<file path="src/design/dpes_pkg.sv">
// Shared types and constants for the double-ended priority set.
`default_nettype none
package dpes_pkg;

	localparam int CAPACITY_DEF    = 256;
	localparam int KEY_BITS_DEF    = 16;
	localparam int WEIGHT_BITS_DEF = 16;

	localparam int FIELD_KEY_BITS    = 16;
	localparam int FIELD_WEIGHT_BITS = 16;
	localparam int SUM_BITS          = 24;
	localparam int COUNT_OUT_BITS    = 9;
	localparam int IN_TDATA_BITS     = 40;
	localparam int OUT_TDATA_BITS    = 64;

	localparam int TREE_FANIN = 16;

	localparam logic [1:0] WAIT_LAST = 2'd3;

	localparam logic [1:0] ACT_INSERT  = 2'd0;
	localparam logic [1:0] ACT_REM_MAX = 2'd1;
	localparam logic [1:0] ACT_REM_MIN = 2'd2;

	typedef enum logic [1:0] {
		ST_DONE  = 2'd0,
		ST_DUP   = 2'd1,
		ST_FULL  = 2'd2,
		ST_EMPTY = 2'd3
	} status_t;

	typedef enum logic [1:0] {
		S_IDLE,
		S_WAIT,
		S_APPLY
	} fsm_t;

	typedef struct packed {
		logic ins;
		logic rm_min;
	} cell_op_t;

endpackage
`default_nettype wire

</file>
<file path="src/design/dpes_cell.sv">
// One storage cell of the sorted chain: holds one entry and shifts with its neighbors.
`default_nettype none
module dpes_cell #(
	parameter int KEY_BITS    = 16,
	parameter int WEIGHT_BITS = 16,
	parameter int COUNT_BITS  = 9,
	parameter int INDEX       = 0
) (
	input  wire                            clk,
	input  dpes_pkg::cell_op_t             op,
	input  wire  [KEY_BITS-1:0]            cmd_key,
	input  wire  [WEIGHT_BITS-1:0]         cmd_weight,
	input  wire  [COUNT_BITS-1:0]          held_count,
	input  wire  [KEY_BITS-1:0]            left_key,
	input  wire  [WEIGHT_BITS-1:0]         left_weight,
	input  wire                            left_lt,
	input  wire  [KEY_BITS-1:0]            right_key,
	input  wire  [WEIGHT_BITS-1:0]         right_weight,
	output logic [KEY_BITS-1:0]            cell_key,
	output logic [WEIGHT_BITS-1:0]         cell_weight,
	output logic                           cell_lt,
	output logic [KEY_BITS+WEIGHT_BITS:0]  contrib
);
	import dpes_pkg::*;

	logic [KEY_BITS-1:0]           key_q;
	logic [WEIGHT_BITS-1:0]        weight_q;
	logic [KEY_BITS+WEIGHT_BITS:0] contrib_q;
	logic                          own_valid;
	logic                          own_eq;
	logic                          own_top;

	always_comb begin
		own_valid = COUNT_BITS'(INDEX) < held_count;
		cell_lt   = own_valid && (key_q < cmd_key);
		own_eq    = own_valid && (key_q == cmd_key);
		own_top   = COUNT_BITS'(INDEX + 1) == held_count;
	end

	always_ff @(posedge clk) begin
		contrib_q <= {own_eq, own_top ? key_q : '0, own_top ? weight_q : '0};
		if (op.ins) begin
			if (!cell_lt) begin
				if (left_lt) begin
					key_q    <= cmd_key;
					weight_q <= cmd_weight;
				end else begin
					key_q    <= left_key;
					weight_q <= left_weight;
				end
			end
		end else if (op.rm_min) begin
			key_q    <= right_key;
			weight_q <= right_weight;
		end
	end

	assign cell_key    = key_q;
	assign cell_weight = weight_q;
	assign contrib     = contrib_q;

endmodule
`default_nettype wire

</file>
<file path="config.mk">
export PLATFORM = sky130hd
export DESIGN_NAME = dpes_cell
export DESIGN_NICKNAME = d
export VERILOG_FILES = /design/src/design/dpes_pkg.sv /design/src/design/dpes_cell.sv
export SDC_FILE = /design/constraint.sdc
export NUM_CORES = 1
export LEC_CHECK = 0
export BUFFER_PORTS_ARGS = -buffer_cell sky130_fd_sc_hd__buf_2
export CAP_MARGIN = 10
export CORE_MARGIN = 8
export CORE_UTILIZATION = 34
export CTS_BUF_LIST = sky130_fd_sc_hd__clkbuf_8
export DETAILED_ROUTE_END_ITERATION = 8
export PLACE_DENSITY_LB_ADDON = 0.05
export SLEW_MARGIN = 20
export SYNTH_ARGS = -nofsm -noshare
export SYNTH_HDL_FRONTEND = slang
export SYNTH_SLANG_ARGS = --single-unit
export TNS_END_PERCENT = 100
</file>
<file path="constraint.sdc">
create_clock -name clk -period 4.4 [get_ports clk]
set_input_delay 1.32 -clock clk [delete_from_list [all_inputs] [get_ports clk]]
set_output_delay 1.32 -clock clk [all_outputs]
set_load 0.02 [all_outputs]
</file>
==> results of run 1 <==
sequential cells by signal, indices dropped and copies added, names as in the netlist:
register and cells:
cell_weight 16, cell_key 16, contrib 33
repair_timing:
item | 4_1_cts | 5_1_grt
gates resized for setup | 1 | 0
hold endpoints to repair | 0 | 0
setup endpoints to repair | 1 | 1
hold buffers | 0 | 0
pin swaps | 1 | 2
layout make-up:
type | instances | area (um^2) | area share (%)
Multi-Input combinational cell | 175 | 1220 | 29.1
Timing Repair Buffer | 178 | 901 | 21.5
Tap cell | 108 | 135 | 3.22
Clock buffer | 10 | 138 | 3.28
Clock inverter | 6 | 115 | 2.74
Sequential cell | 65 | 1620 | 38.6
Inverter | 17 | 63.8 | 1.52
stage by stage:
step	power (uW)	hold slack [ps]	worst slack [ps]	instance area (um^2)
finish	1600	466	88.7	4200
CTS	1630	468	0.720	4200
floorplan	863	608	386	2970
global placement	981	449	54.6	3940
detailed placement	984	453	-21.0	3940
global route	1690	487	23.6	4200
layer usage:
| metal | wire (um) | GRT usage (%) |
|---|---|---|
| met3 | 856 | 5.22 |
| met2 | 3850 | 21.3 |
| met1 | 3390 | 15.9 |
| met5 | 8 | 0 |
| met4 | 150 | 6.94 |
worst max-delay path, delay by kind of cell:
| kind | cells | cell delay [ps] |
|---|---|---|
| buffers and inverters | 3 | 290 |
| and+or+nand+nor | 3 | 870 |
| adders and majority gates | 1 | 300 |
| AOI/OAI and AO/OA | 1 | 210 |
path summary, 6_finish.rpt:
| path | slack, ps | cells past startpoint | startpoint | to |
|---|---|---|---|---|
| worst min-delay path | 470 | 1 | cell_weight[8] | contrib[8] |
| worst min register to register | 470 | 1 | cell_weight[8] | contrib[8] |
| worst max register to register | 1930 | 6 | cell_key[14] | cell_key[12] |
| worst max-delay path | 90 | 8 | cmd_key[11] | cell_lt |
logic make-up after synthesis:
kind of cell    Yosys count  share of synthesized area (%)
compound gates           45                           8.19
simple gates             82                           14.7
fa+ha+maj                16                           6.75
mux                      32                           10.8
flops                    65                           54.7
buf+inv                  31                           4.81
cell usage in the layout, fill, tap and decap left out, types with 4 or more instances in the layout:
cell type,netlist,layout
nor2_1,35,35
and2_1,31,31
mux2i_1,32,32
edfxtp_1,32,32
buf_4,0,4
buf_2,3,174
ha_1,16,16
clkbuf_8,0,10
inv_1,17,17
a21oi_1,37,37
dfxtp_1,33,33
Yosys cell counts:
cell type   n
nand4_1     3
nor2b_1     1
o21a_1      1
clkbuf_1    8
inv_1      17
nor4_1      1
nor3_1      3
o21ai_0     2
dfxtp_1    33
buf_2       3
nand2_1     3
and3_2      1
or4_1       1
and2_1     31
ha_1       16
a41oi_1     1
o211ai_1    1
a211oi_1    1
a2bb2oi_1   1
a21o_1      1
edfxtp_1   32
buf_6       3
or4_4       2
a21oi_1    37
nor2_1     35
nor3_4      1
mux2i_1    32
power groups by stage:
| stage | clock network [uW] | registers (uW) | logic, uW |
|---|---|---|---|
| finish | 632 | 699 | 266 |
| CTS | 656 | 700 | 272 |
| global route | 683 | 705 | 297 |
| global placement | 0 | 712 | 269 |
| floorplan | 0 | 756 | 107 |
| detailed placement | 0 | 713 | 271 |
==> results.json, run 1 <==
{
  "status": "completed",
  "report.final.slew_viol_count": 0,
  "ys_ff_latch": 65,
  "crit_chain": "buf_2 -> inv_1 -> ha_1 -> nand4_1 -> or4_4 -> a21o_1 -> and3_2 -> buf_2",
  "synthesis.nets": 396,
  "syn_inst": 271,
  "die_h_um": 109,
  "numPlacedInstances": 543,
  "yosysSeqAreaShare_pct": 54.7,
  "grt_pass1_wl_um": 12400,
  "die_w_um": 109,
  "initial_core_util_pct": 34.5,
  "cts_buffers": 9,
  "power_switching_share_pct": 25.7,
  "clockBufferDepth": 2,
  "grt_max_degree": 41,
  "slew_headroom_pct": 35.7,
  "dieArea_mm2": 0.0120,
  "place_congestion": 0.743,
  "antenna_cells": 0,
  "drt_pass1_iterations": 4,
  "p_clk_share_pct": 39.6,
  "critPathLaunchType": "input port",
  "setup_tns_ps": 0,
  "min_path_type": "reg -> reg",
  "synth_top_area_share_pct": 32.4,
  "grt_pass1_vias": 2538,
  "drv_cap": 0,
  "critPathKind": "in -> out",
  "cts_tree": "done",
  "ant_nets": 0,
  "ys_types": 27,
  "place_hpwl_um": 6450,
  "crit_path_top_delay_cell": "or4_4",
  "combPwrFrac_pct": 16.6,
  "avgSynthCellArea_um2": 10.9,
  "intPower_uw": 1190,
  "crit_top_cell": "buf_2",
  "vias": 2517,
  "fin_crit_sh_pct": 98.0,
  "seqPwrFrac_pct": 43.8,
  "final_util_pct": 48.8,
  "p_switching_uw": 410,
  "layout.cells.non_filler": 559,
  "cts.clk_slew.worst_paths_ps": 80,
  "hold_viol_final": 0,
  "wl_um": 8260,
  "clock-sinks": 65,
  "layout-drive-gt1-share_pct": 44.3,
  "cp-end-kind": "output port",
  "rsz0062_at_grt": "false",
  "core_area_mm2": 0.00859,
  "clockRootBuffer": "clkbuf_8",
  "setup-violations-final": 0,
  "avgViaCountPerCell": 4.50,
  "crit_arrival_ps": 2990,
  "post-route-min-period_ps": 4310,
  "cp.required_ps": 3080,
  "ys_top_cells_by_area": "edfxtp_1 (32%), dfxtp_1 (22%), mux2i_1 (11%)",
  "portBuffers": 174,
  "cts_htree_levels": 3,
  "drt_iter0_drc": 78,
  "row_count": 34,
  "tightest_slew_ps": 965,
  "ir_drop_mv": 0.164,
  "n_fill_cell": 831,
  "path_max_fanout": 3,
  "nNetsFinal": 571,
  "p_leak_uw": 0.00211,
  "post_drt_wl_per_cell_um": 14.8,
  "yosys.area.top_type": "edfxtp_1",
  "syn_to_final_growth_pct": 41.6,
  "track_usage_pct": 13.6,
  "route.detailed.drc": 0,
  "p_per_area_mw_per_mm2": 380,
  "antenna_found_initial": 1,
  "overflow": 0,
  "fin_skew_ps": 8.79,
  "synth_area_mm2": 0.00296,
  "ys_warn_count": 0,
  "post_cts_buffers": 0,
  "clk_latency_ps": 340,
  "ios": 175,
  "cp_slowest_stage_delay_ps": 520,
  "fmax_mhz": 232
}
No activity file was read; power rests on OpenSTA's default activity.
==> run 2, diff against run 1 <==
--- a/config.mk
+++ b/config.mk
@@ -7,10 +7,12 @@
 export LEC_CHECK = 0
 export BUFFER_PORTS_ARGS = -buffer_cell sky130_fd_sc_hd__buf_2
 export CAP_MARGIN = 10
+export CORE_ASPECT_RATIO = 2
 export CORE_MARGIN = 8
 export CORE_UTILIZATION = 34
 export CTS_BUF_LIST = sky130_fd_sc_hd__clkbuf_8
 export DETAILED_ROUTE_END_ITERATION = 8
+export MAX_ROUTING_LAYER = met4
 export PLACE_DENSITY_LB_ADDON = 0.05
 export SLEW_MARGIN = 20
 export SYNTH_ARGS = -nofsm -noshare
==> run 2 against run 1 <==
Compared with the run above: register-to-register slack lost 170 ps; largest cell class unchanged; fmax barely moved; clock skew decreased by 0.56 ps; final area decreased by 0.80%; critical path depth did not move; sequential power barely moved; setup slack worse by 2.4 ps.
==> results.json, run 2 (synthesized netlist as in run 1, its figures left out) <==
{
  "initial_core_util_pct": 34.8,
  "r2r-start": "cell_key[13]",
  "regToRegEndpoint": "cell_key[7]",
  "grt_pass1_wl_um": 14100,
  "post_cts_buffers": 0,
  "cts_tree": "done",
  "numPlacedInstances": 538,
  "vias": 2559,
  "multi_input_area_mm2": 0.00122,
  "holdPathEnd": "contrib[6]",
  "place_congestion": 0.730,
  "ios": 175,
  "syn_to_final_growth_pct": 40.4,
  "grt_pass1_vias": 2927,
  "wl_um": 9050,
  "p_per_area_mw_per_mm2": 360,
  "setup-violations-final": 0,
  "antenna_found_initial": 1,
  "min_path_type": "reg -> reg",
  "holdWs_ps": 464,
  "final_util_pct": 48.8,
  "largest_reg_flops": 33,
  "nNetsFinal": 574,
  "hold_buffers": 0,
  "drt_iter0_drc": 91,
  "clockRootBuffer": "clkbuf_8",
  "cp-end-kind": "output port",
  "drv_cap": 0,
  "row_count": 48,
  "final_common_cell": "buf_2",
  "clk_latency_ps": 340,
  "setup_tns_ps": 0,
  "p_leak_uw": 0.00211,
  "reg2reg_depth": 7,
  "cts.clk_slew.worst_paths_ps": 70,
  "route.detailed.drc": 0,
  "rsz0062_at_grt": "false",
  "design_area_mm2": 0.00416,
  "layout.cells.non_filler": 555,
  "ir_drop_mv": 0.208,
  "layout-drive-gt1-share_pct": 44.1,
  "place_hpwl_um": 7270,
  "dieArea_mm2": 0.0121,
  "cts_resized": 0,
  "seq_area_mm2": 0.00162,
  "cts_htree_levels": 3,
  "drt_pass1_iterations": 4,
  "tightest_slew_ps": 1020,
  "post-route-min-period_ps": 4310,
  "fin_crit_sh_pct": 98.0,
  "die_w_um": 82.0,
  "hold_viol_final": 0,
  "regToRegSetupSlack_ps": 1760,
  "overflow": 0,
  "status": "completed",
  "placed_area_mm2": 0.00395,
  "core_area_mm2": 0.00853,
  "post_drt_wl_per_cell_um": 16.3,
  "portBuffers": 174,
  "avgViaCountPerCell": 4.61,
  "path_max_fanout": 2,
  "ant_nets": 0,
  "clockBufferDepth": 2,
  "clock-sinks": 65,
  "crit_arrival_ps": 2990,
  "grt_max_degree": 41,
  "critPathLaunchType": "input port",
  "cp.required_ps": 3080,
  "report.final.slew_viol_count": 0,
  "slew_headroom_pct": 31.7,
  "n_fill_cell": 854,
  "final_cell_mix": "buf_2 (174), a21oi_1 (37), nor2_1 (35)",
  "critPathKind": "in -> out",
  "fin_skew_ps": 8.24,
  "cts_buffers": 9,
  "holdPathStages": 1,
  "min_from": "cell_weight[6]",
  "die_h_um": 148,
  "track_usage_pct": 15.9,
  "fmax_mhz": 232
}
==> run 2: worst max-delay path: stages <==
cell and delay, ps:
buf_2 90, inv_1 40, ha_1 280, nand4_1 130
or4_1 580, a21o_1 200, and3_2 190, buf_2 150
==> run 2: metrics by stage <==
stage / setup slack [ps] / power (uW)
2_1_floorplan: 386 / 863
6_report: 86.2 / 1500
5_1_grt: 11.0 / 1580
4_1_cts: 61.8 / 1530
3_5_place_dp: 68.5 / 990
3_3_place_gp: 111 / 986
==> run 2: worst max path at each step <==
stage	start	to	cells past startpoint
2_1_floorplan	cmd_key[15]	cell_lt	6
6_report	cmd_key[13]	cell_lt	8
3_5_place_dp	cmd_key[13]	cell_lt	8
5_1_grt	cmd_key[13]	cell_lt	8
3_3_place_gp	cmd_key[13]	cell_lt	8
4_1_cts	cmd_key[13]	cell_lt	8
==> run 2: final cells by class <==
| cell class | count | share of cell area (%) |
|---|---|---|
| repair buffers | 181 | 22.2 |
| clock buffers | 12 | 3.97 |
| flip-flops and latches | 65 | 39.0 |
| inverters | 17 | 1.53 |
| well taps | 100 | 3.01 |
| clock inverters | 4 | 1.02 |
| diodes | 1 | 0.0601 |
| multi-input cells | 175 | 29.3 |
==> run 2: power breakdown <==
group | internal, uW | switching (uW)
sequential | 682 | 18.8
clock | 303 | 225
combinational | 113 | 155
==> run 2: per-layer routing <==
| metal | vias to the layer above | track usage (%) | part of all wire, % |
|---|---|---|---|
| met4 | 0 | 7.17 | 1.9 |
| met2 | 105 | 28.9 | 56 |
| met5 | - | - | 0 |
| li1 | 1301 | - | - |
| met1 | 1143 | 14.9 | 36 |
| met3 | 10 | 3.59 | 6.0 |
