==> config.mk <==
export PLATFORM = sky130hd
export DESIGN_NAME = dpes_ctrl
export DESIGN_NICKNAME = d
export VERILOG_FILES = /design/src/design/dpes_pkg.sv /design/src/design/dpes_ctrl.sv
export SDC_FILE = /design/constraint.sdc
export NUM_CORES = 1
export LEC_CHECK = 0
export BUFFER_PORTS_ARGS = -buffer_cell sky130_fd_sc_hd__buf_4
export CORE_MARGIN = 4
export CORE_UTILIZATION = 38
export CTS_CLUSTER_DIAMETER = 200
export DETAILED_ROUTE_END_ITERATION = 12
export PLACE_DENSITY = 0.7
export SKIP_CTS_REPAIR_TIMING = 1
export SYNTH_ARGS = -nofsm -noshare
export SYNTH_HDL_FRONTEND = slang
export SYNTH_SLANG_ARGS = --single-unit
==> constraint.sdc <==
create_clock -name clk -period 7.1 [get_ports clk]
set_input_delay 0.355 -clock clk [delete_from_list [all_inputs] [get_ports clk]]
set_output_delay 0.355 -clock clk [all_outputs]
set_load 0.03 [all_outputs]
==> src/design/dpes_pkg.sv <==
// Shared types and constants for the double-ended priority set.
`default_nettype none
package dpes_pkg;

	localparam int CAPACITY_DEF    = 256;
	localparam int KEY_BITS_DEF    = 16;
	localparam int WEIGHT_BITS_DEF = 16;

	localparam int FIELD_KEY_BITS    = 16;
	localparam int FIELD_WEIGHT_BITS = 16;
	localparam int SUM_BITS          = 24;
	localparam int COUNT_OUT_BITS    = 9;
	localparam int IN_TDATA_BITS     = 40;
	localparam int OUT_TDATA_BITS    = 64;

	localparam int TREE_FANIN = 16;

	localparam logic [1:0] WAIT_LAST = 2'd3;

	localparam logic [1:0] ACT_INSERT  = 2'd0;
	localparam logic [1:0] ACT_REM_MAX = 2'd1;
	localparam logic [1:0] ACT_REM_MIN = 2'd2;

	typedef enum logic [1:0] {
		ST_DONE  = 2'd0,
		ST_DUP   = 2'd1,
		ST_FULL  = 2'd2,
		ST_EMPTY = 2'd3
	} status_t;

	typedef enum logic [1:0] {
		S_IDLE,
		S_WAIT,
		S_APPLY
	} fsm_t;

	typedef struct packed {
		logic ins;
		logic rm_min;
	} cell_op_t;

endpackage
`default_nettype wire

==> src/design/dpes_ctrl.sv <==
// Sequencer: stream handshakes, entry count, running sums and result register.
`default_nettype none
module dpes_ctrl #(
	parameter int CAPACITY    = 256,
	parameter int KEY_BITS    = 16,
	parameter int WEIGHT_BITS = 16,
	parameter int COUNT_BITS  = 9
) (
	input  wire                                  clk,
	input  wire                                  arst_n,
	input  wire                                  s_tvalid,
	output logic                                 s_tready,
	input  wire  [dpes_pkg::IN_TDATA_BITS-1:0]   s_tdata,
	output logic                                 m_tvalid,
	input  wire                                  m_tready,
	output logic [dpes_pkg::OUT_TDATA_BITS-1:0]  m_tdata,
	output dpes_pkg::cell_op_t                   op,
	output logic [KEY_BITS-1:0]                  cmd_key,
	output logic [WEIGHT_BITS-1:0]               cmd_weight,
	output logic [COUNT_BITS-1:0]                held_count,
	input  wire                                  root_eq,
	input  wire  [KEY_BITS-1:0]                  top_key,
	input  wire  [WEIGHT_BITS-1:0]               top_weight,
	input  wire  [KEY_BITS-1:0]                  bottom_key,
	input  wire  [WEIGHT_BITS-1:0]               bottom_weight
);
	import dpes_pkg::*;

	fsm_t                     state_q, state_d;
	logic [1:0]               wait_q, wait_d;
	logic [1:0]               action_q;
	logic [KEY_BITS-1:0]      key_q;
	logic [WEIGHT_BITS-1:0]   weight_q;
	logic [COUNT_BITS-1:0]    count_q, count_d;
	logic [SUM_BITS-1:0]      wsum_q, wsum_d;
	logic [SUM_BITS-1:0]      ksum_q, ksum_d;
	logic                     m_tvalid_q;
	logic [OUT_TDATA_BITS-1:0] m_tdata_q;
	status_t                  status;
	logic                     accept;
	logic                     apply_go;
	logic                     is_full;
	logic                     is_empty;
	logic                     do_ins;
	logic                     do_rm;
	logic [KEY_BITS-1:0]      rm_key;
	logic [WEIGHT_BITS-1:0]   rm_weight;

	assign s_tready = state_q == S_IDLE;
	assign accept   = s_tvalid && s_tready;
	assign is_full  = count_q == COUNT_BITS'(CAPACITY);
	assign is_empty = count_q == '0;

	always_comb begin
		status    = ST_DONE;
		do_ins    = 1'b0;
		do_rm     = 1'b0;
		rm_key    = bottom_key;
		rm_weight = bottom_weight;
		case (action_q)
			ACT_INSERT: begin
				if (root_eq) begin
					status = ST_DUP;
				end else if (is_full) begin
					status = ST_FULL;
				end else begin
					do_ins = 1'b1;
				end
			end
			ACT_REM_MAX: begin
				rm_key    = top_key;
				rm_weight = top_weight;
				if (is_empty) begin
					status = ST_EMPTY;
				end else begin
					do_rm = 1'b1;
				end
			end
			ACT_REM_MIN: begin
				if (is_empty) begin
					status = ST_EMPTY;
				end else begin
					do_rm = 1'b1;
				end
			end
			default: begin
				status = ST_DONE;
			end
		endcase
	end

	always_comb begin
		state_d  = state_q;
		wait_d   = wait_q;
		apply_go = 1'b0;
		case (state_q)
			S_IDLE: begin
				if (accept) begin
					state_d = S_WAIT;
					wait_d  = '0;
				end
			end
			S_WAIT: begin
				wait_d = wait_q + 2'd1;
				if (wait_q == WAIT_LAST) begin
					state_d = S_APPLY;
				end
			end
			S_APPLY: begin
				if (!m_tvalid_q || m_tready) begin
					apply_go = 1'b1;
					state_d  = S_IDLE;
				end
			end
			default: begin
				state_d = S_IDLE;
			end
		endcase
	end

	always_comb begin
		count_d = count_q;
		wsum_d  = wsum_q;
		ksum_d  = ksum_q;
		if (do_ins) begin
			count_d = count_q + 1'b1;
			wsum_d  = wsum_q + SUM_BITS'(weight_q);
			ksum_d  = ksum_q + SUM_BITS'(key_q);
		end else if (do_rm) begin
			count_d = count_q - 1'b1;
			wsum_d  = wsum_q - SUM_BITS'(rm_weight);
			ksum_d  = ksum_q - SUM_BITS'(rm_key);
		end
	end

	always_ff @(posedge clk or negedge arst_n) begin
		if (!arst_n) begin
			state_q    <= S_IDLE;
			wait_q     <= '0;
			count_q    <= '0;
			wsum_q     <= '0;
			ksum_q     <= '0;
			m_tvalid_q <= 1'b0;
		end else begin
			state_q <= state_d;
			wait_q  <= wait_d;
			if (apply_go) begin
				count_q    <= count_d;
				wsum_q     <= wsum_d;
				ksum_q     <= ksum_d;
				m_tvalid_q <= 1'b1;
			end else if (m_tready) begin
				m_tvalid_q <= 1'b0;
			end
		end
	end

	always_ff @(posedge clk) begin
		if (accept) begin
			action_q <= s_tdata[1:0];
			key_q    <= KEY_BITS'(s_tdata[17:2]);
			weight_q <= WEIGHT_BITS'(s_tdata[33:18]);
		end
		if (apply_go) begin
			m_tdata_q <= OUT_TDATA_BITS'({ksum_d, wsum_d, COUNT_OUT_BITS'(count_d), status});
		end
	end

	assign op.ins     = apply_go && do_ins;
	assign op.rm_min  = apply_go && do_rm && (action_q == ACT_REM_MIN);
	assign cmd_key    = key_q;
	assign cmd_weight = weight_q;
	assign held_count = count_q;
	assign m_tvalid   = m_tvalid_q;
	assign m_tdata    = m_tdata_q;

	a_count_bound: assert property (@(posedge clk) disable iff (!arst_n)
		count_q <= COUNT_BITS'(CAPACITY))
		else $error("entry count above capacity");

	a_ins_count: assert property (@(posedge clk) disable iff (!arst_n)
		op.ins |=> count_q == COUNT_BITS'($past(count_q) + 1'b1))
		else $error("insert did not advance the count");

	a_full_report: assert property (@(posedge clk) disable iff (!arst_n)
		m_tvalid_q && (m_tdata_q[1:0] == ST_FULL)
		|-> m_tdata_q[10:2] == COUNT_OUT_BITS'(CAPACITY))
		else $error("full status without full count");

	a_empty_report: assert property (@(posedge clk) disable iff (!arst_n)
		m_tvalid_q && (m_tdata_q[1:0] == ST_EMPTY) |-> m_tdata_q[10:2] == '0)
		else $error("empty status with nonzero count");

endmodule
`default_nettype wire
==> results of run 1 <==
[metal layers]
metal | track usage [%] | vias up | share of wire, %
li1 | - | 4083 | -
met1 | 24.5 | 3987 | 44
met2 | 30.2 | 251 | 47
met3 | 4.18 | 37 | 7.0
met4 | 5.30 | 0 | 2.0
met5 | 0 | - | 0
[worst min path at each step]
| stage | depth (start not counted) | end | slack [ns] |
|---|---|---|---|
| floorplan | 0 | held_count[0] | 0.06 |
| detailed placement | 1 | wsum_q[23] | 0.48 |
| finish | 1 | wsum_q[4] | 0.07 |
| global placement | 1 | wsum_q[23] | 0.47 |
| global route | 1 | cmd_weight[6] | 0.08 |
| CTS | 1 | cmd_key[2] | 0.08 |
[final cells by class]
type / instances / area [sq um]
clock buffer: 24 / 515
clock inverter: 8 / 78.8
fill: 2467 / 13500
inverter: 33 / 126
multi-input combinational: 771 / 5450
sequential: 155 / 4340
tap: 335 / 419
timing repair buffer: 214 / 1610
[metrics by stage]
step	power (mW)	worst slack (ns)	hold slack (ns)	instance area, sq um
floorplan	3.77	3.28	0.0594	10100
global placement	4.47	2.59	0.473	11900
detailed placement	4.55	2.44	0.483	11900
CTS	5.51	2.43	0.0834	12500
global route	5.94	2.11	0.0796	12500
finish	5.50	2.41	0.0695	12500
[kinds of logic (layout without fill, tap and decap cells)]
group,after synthesis,after routing,synth area share [%]
simple gates,277,277,13.0
mux,54,54,5.66
xor+xnor,84,84,7.30
compound gates,276,276,18.2
flops,155,155,43.1
buf+inv,76,279,3.05
fa+ha+maj,75,75,9.61
other cells,1,5,0.0372
[synthesized netlist by cell type, types with 24 or more instances]
master	number
a21oi_1	64
clkbuf_1	27
dfrtp_1	62
edfxtp_1	93
ha_1	71
inv_1	33
mux2_2	24
mux2i_1	30
nand2_1	91
nand3_1	30
nor2_1	60
nor3_1	24
o21ai_0	56
xnor2_1	46
xor2_1	38
[placed cells by master (no fill, tap or decap), types with 12 or more instances in the layout]
cell       instances
clkbuf_16         20
or3_1             14
o21a_1            14
a211oi_1          16
nand3_1           30
xnor2_1           46
a21o_1            19
buf_4            214
mux2_2            24
nand2_1           91
dfrtp_1           62
a21oi_1           64
xor2_1            38
nand2b_1          13
o21ai_0           56
mux2i_1           30
nor2_1            60
edfxtp_1          93
nor3_1            24
ha_1              70
inv_1             32
and3_1            12
a31oi_1           16
[flip-flops by register name (all words and copies together), names as in the netlist]
name and cells:
action_q 2, wait_q 2, state_q 2, cmd_key 16
held_count 9, cmd_weight 16, wsum_q 24, m_tvalid 1
ksum_q 24, m_tdata 59
[power by group through the flow]
stage / Clock [mW] / Sequential (mW) / Combinational, mW
global route: 1.00 / 1.58 / 3.36
floorplan: 0 / 1.63 / 2.14
finish: 0.941 / 1.54 / 3.02
CTS: 0.960 / 1.54 / 3.01
global placement: 0 / 1.55 / 2.92
detailed placement: 0 / 1.56 / 2.99
==> results.md, run 1 <==
* Status: complete, no violations
* Critical-path top delay cell: o31ai_1
* Root buffer cell: clkbuf_16
* Critical Path Start: action_q[1]
* Pins Over Slew Limit at 0
* Starting density of the core at 38.7%
* Die H at 171 um
* Final setup TNS at 0 ns
* Via count at 8358
* Initial antenna violation count at 0
* Vias in the first global route at 8101
* RSZ-0062 raised after global routing: false
* P_sw at 2.43 mW
* First-pass GRT wire length at 42600 um
* Top cell by count, worst path: a21oi_1
* Number of cells on the critical path at 13
* Max-Cap Viols at 0
* I/O Buffers at 206
* CTS tree: yes
* Ant diodes at 0
* Gpl congestion at 0.936
* WP buf/inv at 2
* CP required at 7.27 ns
* Async SR Flop Fraction at 40.0%
* Drt via density at 5.43
* Area growth from synthesis to layout at 24.5%
* Worst-path maximum fanout at 22
* Synth area leader: edfxtp_1
* Fin cells at 1540
* Rows at 59
* Synth warn at 0
* Arrival time worst endpoint at 4.86 ns
* Fmax at 0.213 GHz
* CTS sink count at 155
* Hold Crit Class: in -> async
* Dpl hpwl at 19800 um
* Switching share of power at 44.1%
* Post-synth EDFFs at 93
* Critical Path Start Type: register
* Final Hold Fails at 0
* Synthesized area at 10100 sq um
* Congestion Overflow GR at 0
* DRC at 0
* RR Startpoint: action_q[1]
* Top_reg_cell synth: edfxtp_1
* Final WL at 27300 um
* Worst path max stage delay at 0.76 ns
* Routed WL per cell at 17.7 um
* Final Core Density at 48.1%
* Area of the core at 26100 sq um
* Combinational share of power at 54.9%
* Cells after Synth at 998
* Seq/Total Area, Yosys at 43.1%
* Syn_area_per_cell at 10.1 sq um
* Seq pwr share at 28.0%
* CP top delay family: compound AO/OA/AOI/OAI gates
* Crit Path Category: reg -> reg
* Full die area at 29200 sq um
* Cts bufs inserted at 17
* Maximum vdd drop at 0.177 mV
* Clk pwr share at 17.1%
* Setup slack, reg-to-reg at 2.41 ns
* Rel. slew slack at 35.7%
* Post-route clock period utilization at 66.1%
* Clk slew on worst S/H paths at 0.06 ns
* Worst r2r dst: m_tdata[32]
* Synth Register Bits at 155
* Tot GR Track Use at 18.4%
* Worst-Skew Late Latency at 0.43 ns
* Initial DRT Pass Iterations at 5
* Pwr/cell area at 439 nW/um^2
* Synth top area share at 27.7%
* Power Internal at 3.08 mW
* Final min period at 4.69 ns
* Worst path cell trace: inv_1 > ha_2 > buf_4 > mux2i_1 > ha_1 > and4_1 > and3_1 > a21oi_1 > a21oi_1 > o31ai_1 > nand2_1 > o32ai_1 > xor2_1
* Top-Level Pins at 218
* Largest net degree at the start of global routing at 73
* Placed Cells incl. Taps at 1508
* Yosys cell types at 70
* Worst setup endpoint: m_tdata[32]
* Skew final at 0.0114 ns
* Worst-Margin Slew at 0.965 ns
* H-tree levels at 4
* CP endpoint kind: register
* Worst R2R Path Depth at 13
* Longest Clk Path Bufs at 2
* Post-DRT Antenna Nets at 0
* Leakage at 5.44 nW
* Share of cells above drive strength 1 at 23.1%
* Largest cells by area after synthesis: edfxtp_1 28%, dfrtp_1 15%, ha_1 8.8%, xnor2_1 4.0%, nand2_1 3.4%
* Chip width at 171 um
* Final setup violating endpoints at 0
* Initial DRC count at 499
* Net count, final at 1376
Note: power is estimated with default switching activity, not from simulation.
==> inputs of run 2 (changes only) <==
clock period = 4.9 ns   (was 7.1 ns; I/O delays follow)
==> results.md, run 2 (same netlist as run 1, synthesis figures left out) <==
* Status: complete, but fails checks
* Failing checks: hold timing
* Top-Level Pins at 218 (unchanged)
* Starting density of the core at 38.7% (unchanged)
* Tot Pwr at 7.95 mW (+44%)
* Rows at 59 (unchanged)
* Leakage at 5.59 nW (+2.8%)
* CTS tree: yes
* Largest net degree at the start of global routing at 63 (-14%)
* Skew final at 0.00994 ns (-0.00141 ns)
* Filler instances at 2406 (-2.5%)
* Maximum vdd drop at 0.296 mV (+68%)
* Critical Path Start: action_q[1]
* Worst r2r dst: m_tdata[51]
* Critical-path top delay cell: ha_2
* Arrival time worst endpoint at 4.44 ns (-0.42 ns)
* Routed WL per cell at 17.5 um (-1.3%)
* Gpl congestion at 0.943 (+0.70%)
* Chip width at 171 um (unchanged)
* DP Worst Slack at 0.679 ns (-1.76 ns)
* Worst-Skew Late Latency at 0.42 ns (about the same)
* Worst R2R Path Depth at 13 (unchanged)
* Final setup TNS at 0 ns (unchanged)
* Area growth from synthesis to layout at 28.0%
* Root buffer cell: clkbuf_16
* Max-Cap Viols at 0 (unchanged)
* Worst-path maximum fanout at 15 (-32%)
* Initial DRT Pass Iterations at 5 (unchanged)
* RR Startpoint: action_q[1]
* Via count at 8524 (+2.0%)
* Hold Crit Class: in -> async
* Crit Path Category: reg -> reg
* Critical Path Start Type: register
* FF+latch area at 4340 sq um (unchanged)
* Share of cells above drive strength 1 at 22.9% (-0.16 points)
* I/O Buffers at 206 (unchanged)
* Commonest non-fill, non-tap cell in the layout: buf_4
* Multi-input logic area at 5450 sq um (unchanged)
* Post-route clock period utilization at 87.3% (+21 points)
* Final min period at 4.28 ns (-0.413 ns)
* Ant diodes at 0 (unchanged)
* RSZ-0062 raised after global routing: false
* Post-DRT Antenna Nets at 0 (unchanged)
* Hold slack at -0.0688 ns (-0.138 ns)
* Full die area at 29200 sq um (unchanged)
* Tot GR Track Use at 18.7% (+0.27 points)
* Fmax at 0.234 GHz (+9.6%)
* Drt via density at 5.40 (-0.53%)
* Vias in the first global route at 8220 (+1.5%)
* Worst path cell trace: inv_1 > ha_2 > mux2_2 > ha_1 > fa_1 > nor2b_1 > o31a_1 > o21ai_0 > o21a_1 > o21ai_0 > nor3_1 > nor2_1 > xnor2_1
* Final Hold Fails at 20 (+20)
* Net count, final at 1415 (+2.8%)
* Setup slack, reg-to-reg at 0.62 ns (-1.79 ns)
* Dpl hpwl at 20500 um (+3.6%)
* Pwr/cell area at 616 nW/um^2 (+40%)
* Pins Over Slew Limit at 0 (unchanged)
* Initial DRC count at 453 (-9.2%)
* Longest Clk Path Bufs at 2 (unchanged)
* Setup WS post-layout at 0.620 ns (-1.79 ns)
* CP required at 5.06 ns (-2.21 ns)
* Clk slew on worst S/H paths at 0.07 ns (about the same)
* DRC at 0 (unchanged)
* Most frequent cells in the layout: 219 x buf_4, 93 x edfxtp_1, 91 x nand2_1
* First-pass GRT wire length at 43100 um (+1.3%)
* Congestion Overflow GR at 0 (unchanged)
* Die H at 171 um (unchanged)
* Worst path max stage delay at 0.56 ns (-0.20 ns)
* CP endpoint kind: register
* Max reg flops at 59 (unchanged)
* Cts bufs inserted at 17 (unchanged)
* Area of the core at 26100 sq um (unchanged)
* Final Core Density at 49.5% (+1.4 points)
* Rel. slew slack at 35.7% (about the same)
* Final setup violating endpoints at 0 (unchanged)
* H-tree levels at 4 (unchanged)
* Final WL at 27600 um (+1.2%)
* Worst-Margin Slew at 0.964 ns (-0.000395 ns)
* CTS sink count at 155 (unchanged)
* Top cell by count, worst path: o21ai_0
* Initial antenna violation count at 0 (unchanged)
run 2: through the flow:
stage          cells  hold WS, ns  instance area (sq um)
2_1_floorplan   1002      -0.0506                  10100
3_3_place_gp    1513        0.423                  12000
3_5_place_dp    1513        0.424                  12000
4_1_cts         1545      -0.0285                  12600
5_1_grt         1579       0.0383                  12900
6_report        1579      -0.0688                  12900
run 2: critical path: cells and delay by family, from the launching register on:
kind / cells / cell delay, ns
adders and majority gates: 3 / 1.15
xor gates and xnor gates: 1 / 0.09
AOI/OAI and AO/OA: 4 / 1.33
and+or+nand+nor: 3 / 0.51
DFF: 1 / 0.42
muxes: 1 / 0.42
buffers and inverters: 1 / 0.10
run 2: worst max path at each step:
| stage | to | slack, ns | cells past startpoint |
|---|---|---|---|
| global route | m_tdata[55] | 0.28 | 13 |
| finish | m_tdata[51] | 0.62 | 13 |
| global placement | m_tdata[51] | 0.73 | 13 |
| CTS | m_tdata[55] | 0.66 | 13 |
| floorplan | m_tdata[57] | 1.08 | 14 |
| detailed placement | m_tdata[55] | 0.68 | 13 |
run 2: layer usage:
metal	up-vias	part of all wire, %	GRT usage, %
li1	4184	-	-
met1	4081	45	25.6
met2	227	47	29.9
met3	32	6.1	3.81
met4	0	2.0	5.92
met5	-	0	0
run 2: cell type report:
type,count,share of cell area [%]
Sequential cell,155,33.7
Tap cell,335,3.25
Timing Repair Buffer,253,15.4
Inverter,33,0.980
Clock buffer,20,3.55
Multi-Input combinational cell,771,42.3
Clock inverter,12,0.863
run 2: power breakdown:
group | internal [mW] | switching [mW] | total, mW
clock network | 0.734 | 0.559 | 1.29
logic | 1.82 | 2.59 | 4.41
registers | 1.88 | 0.362 | 2.24
total | 4.43 | 3.51 | 7.95
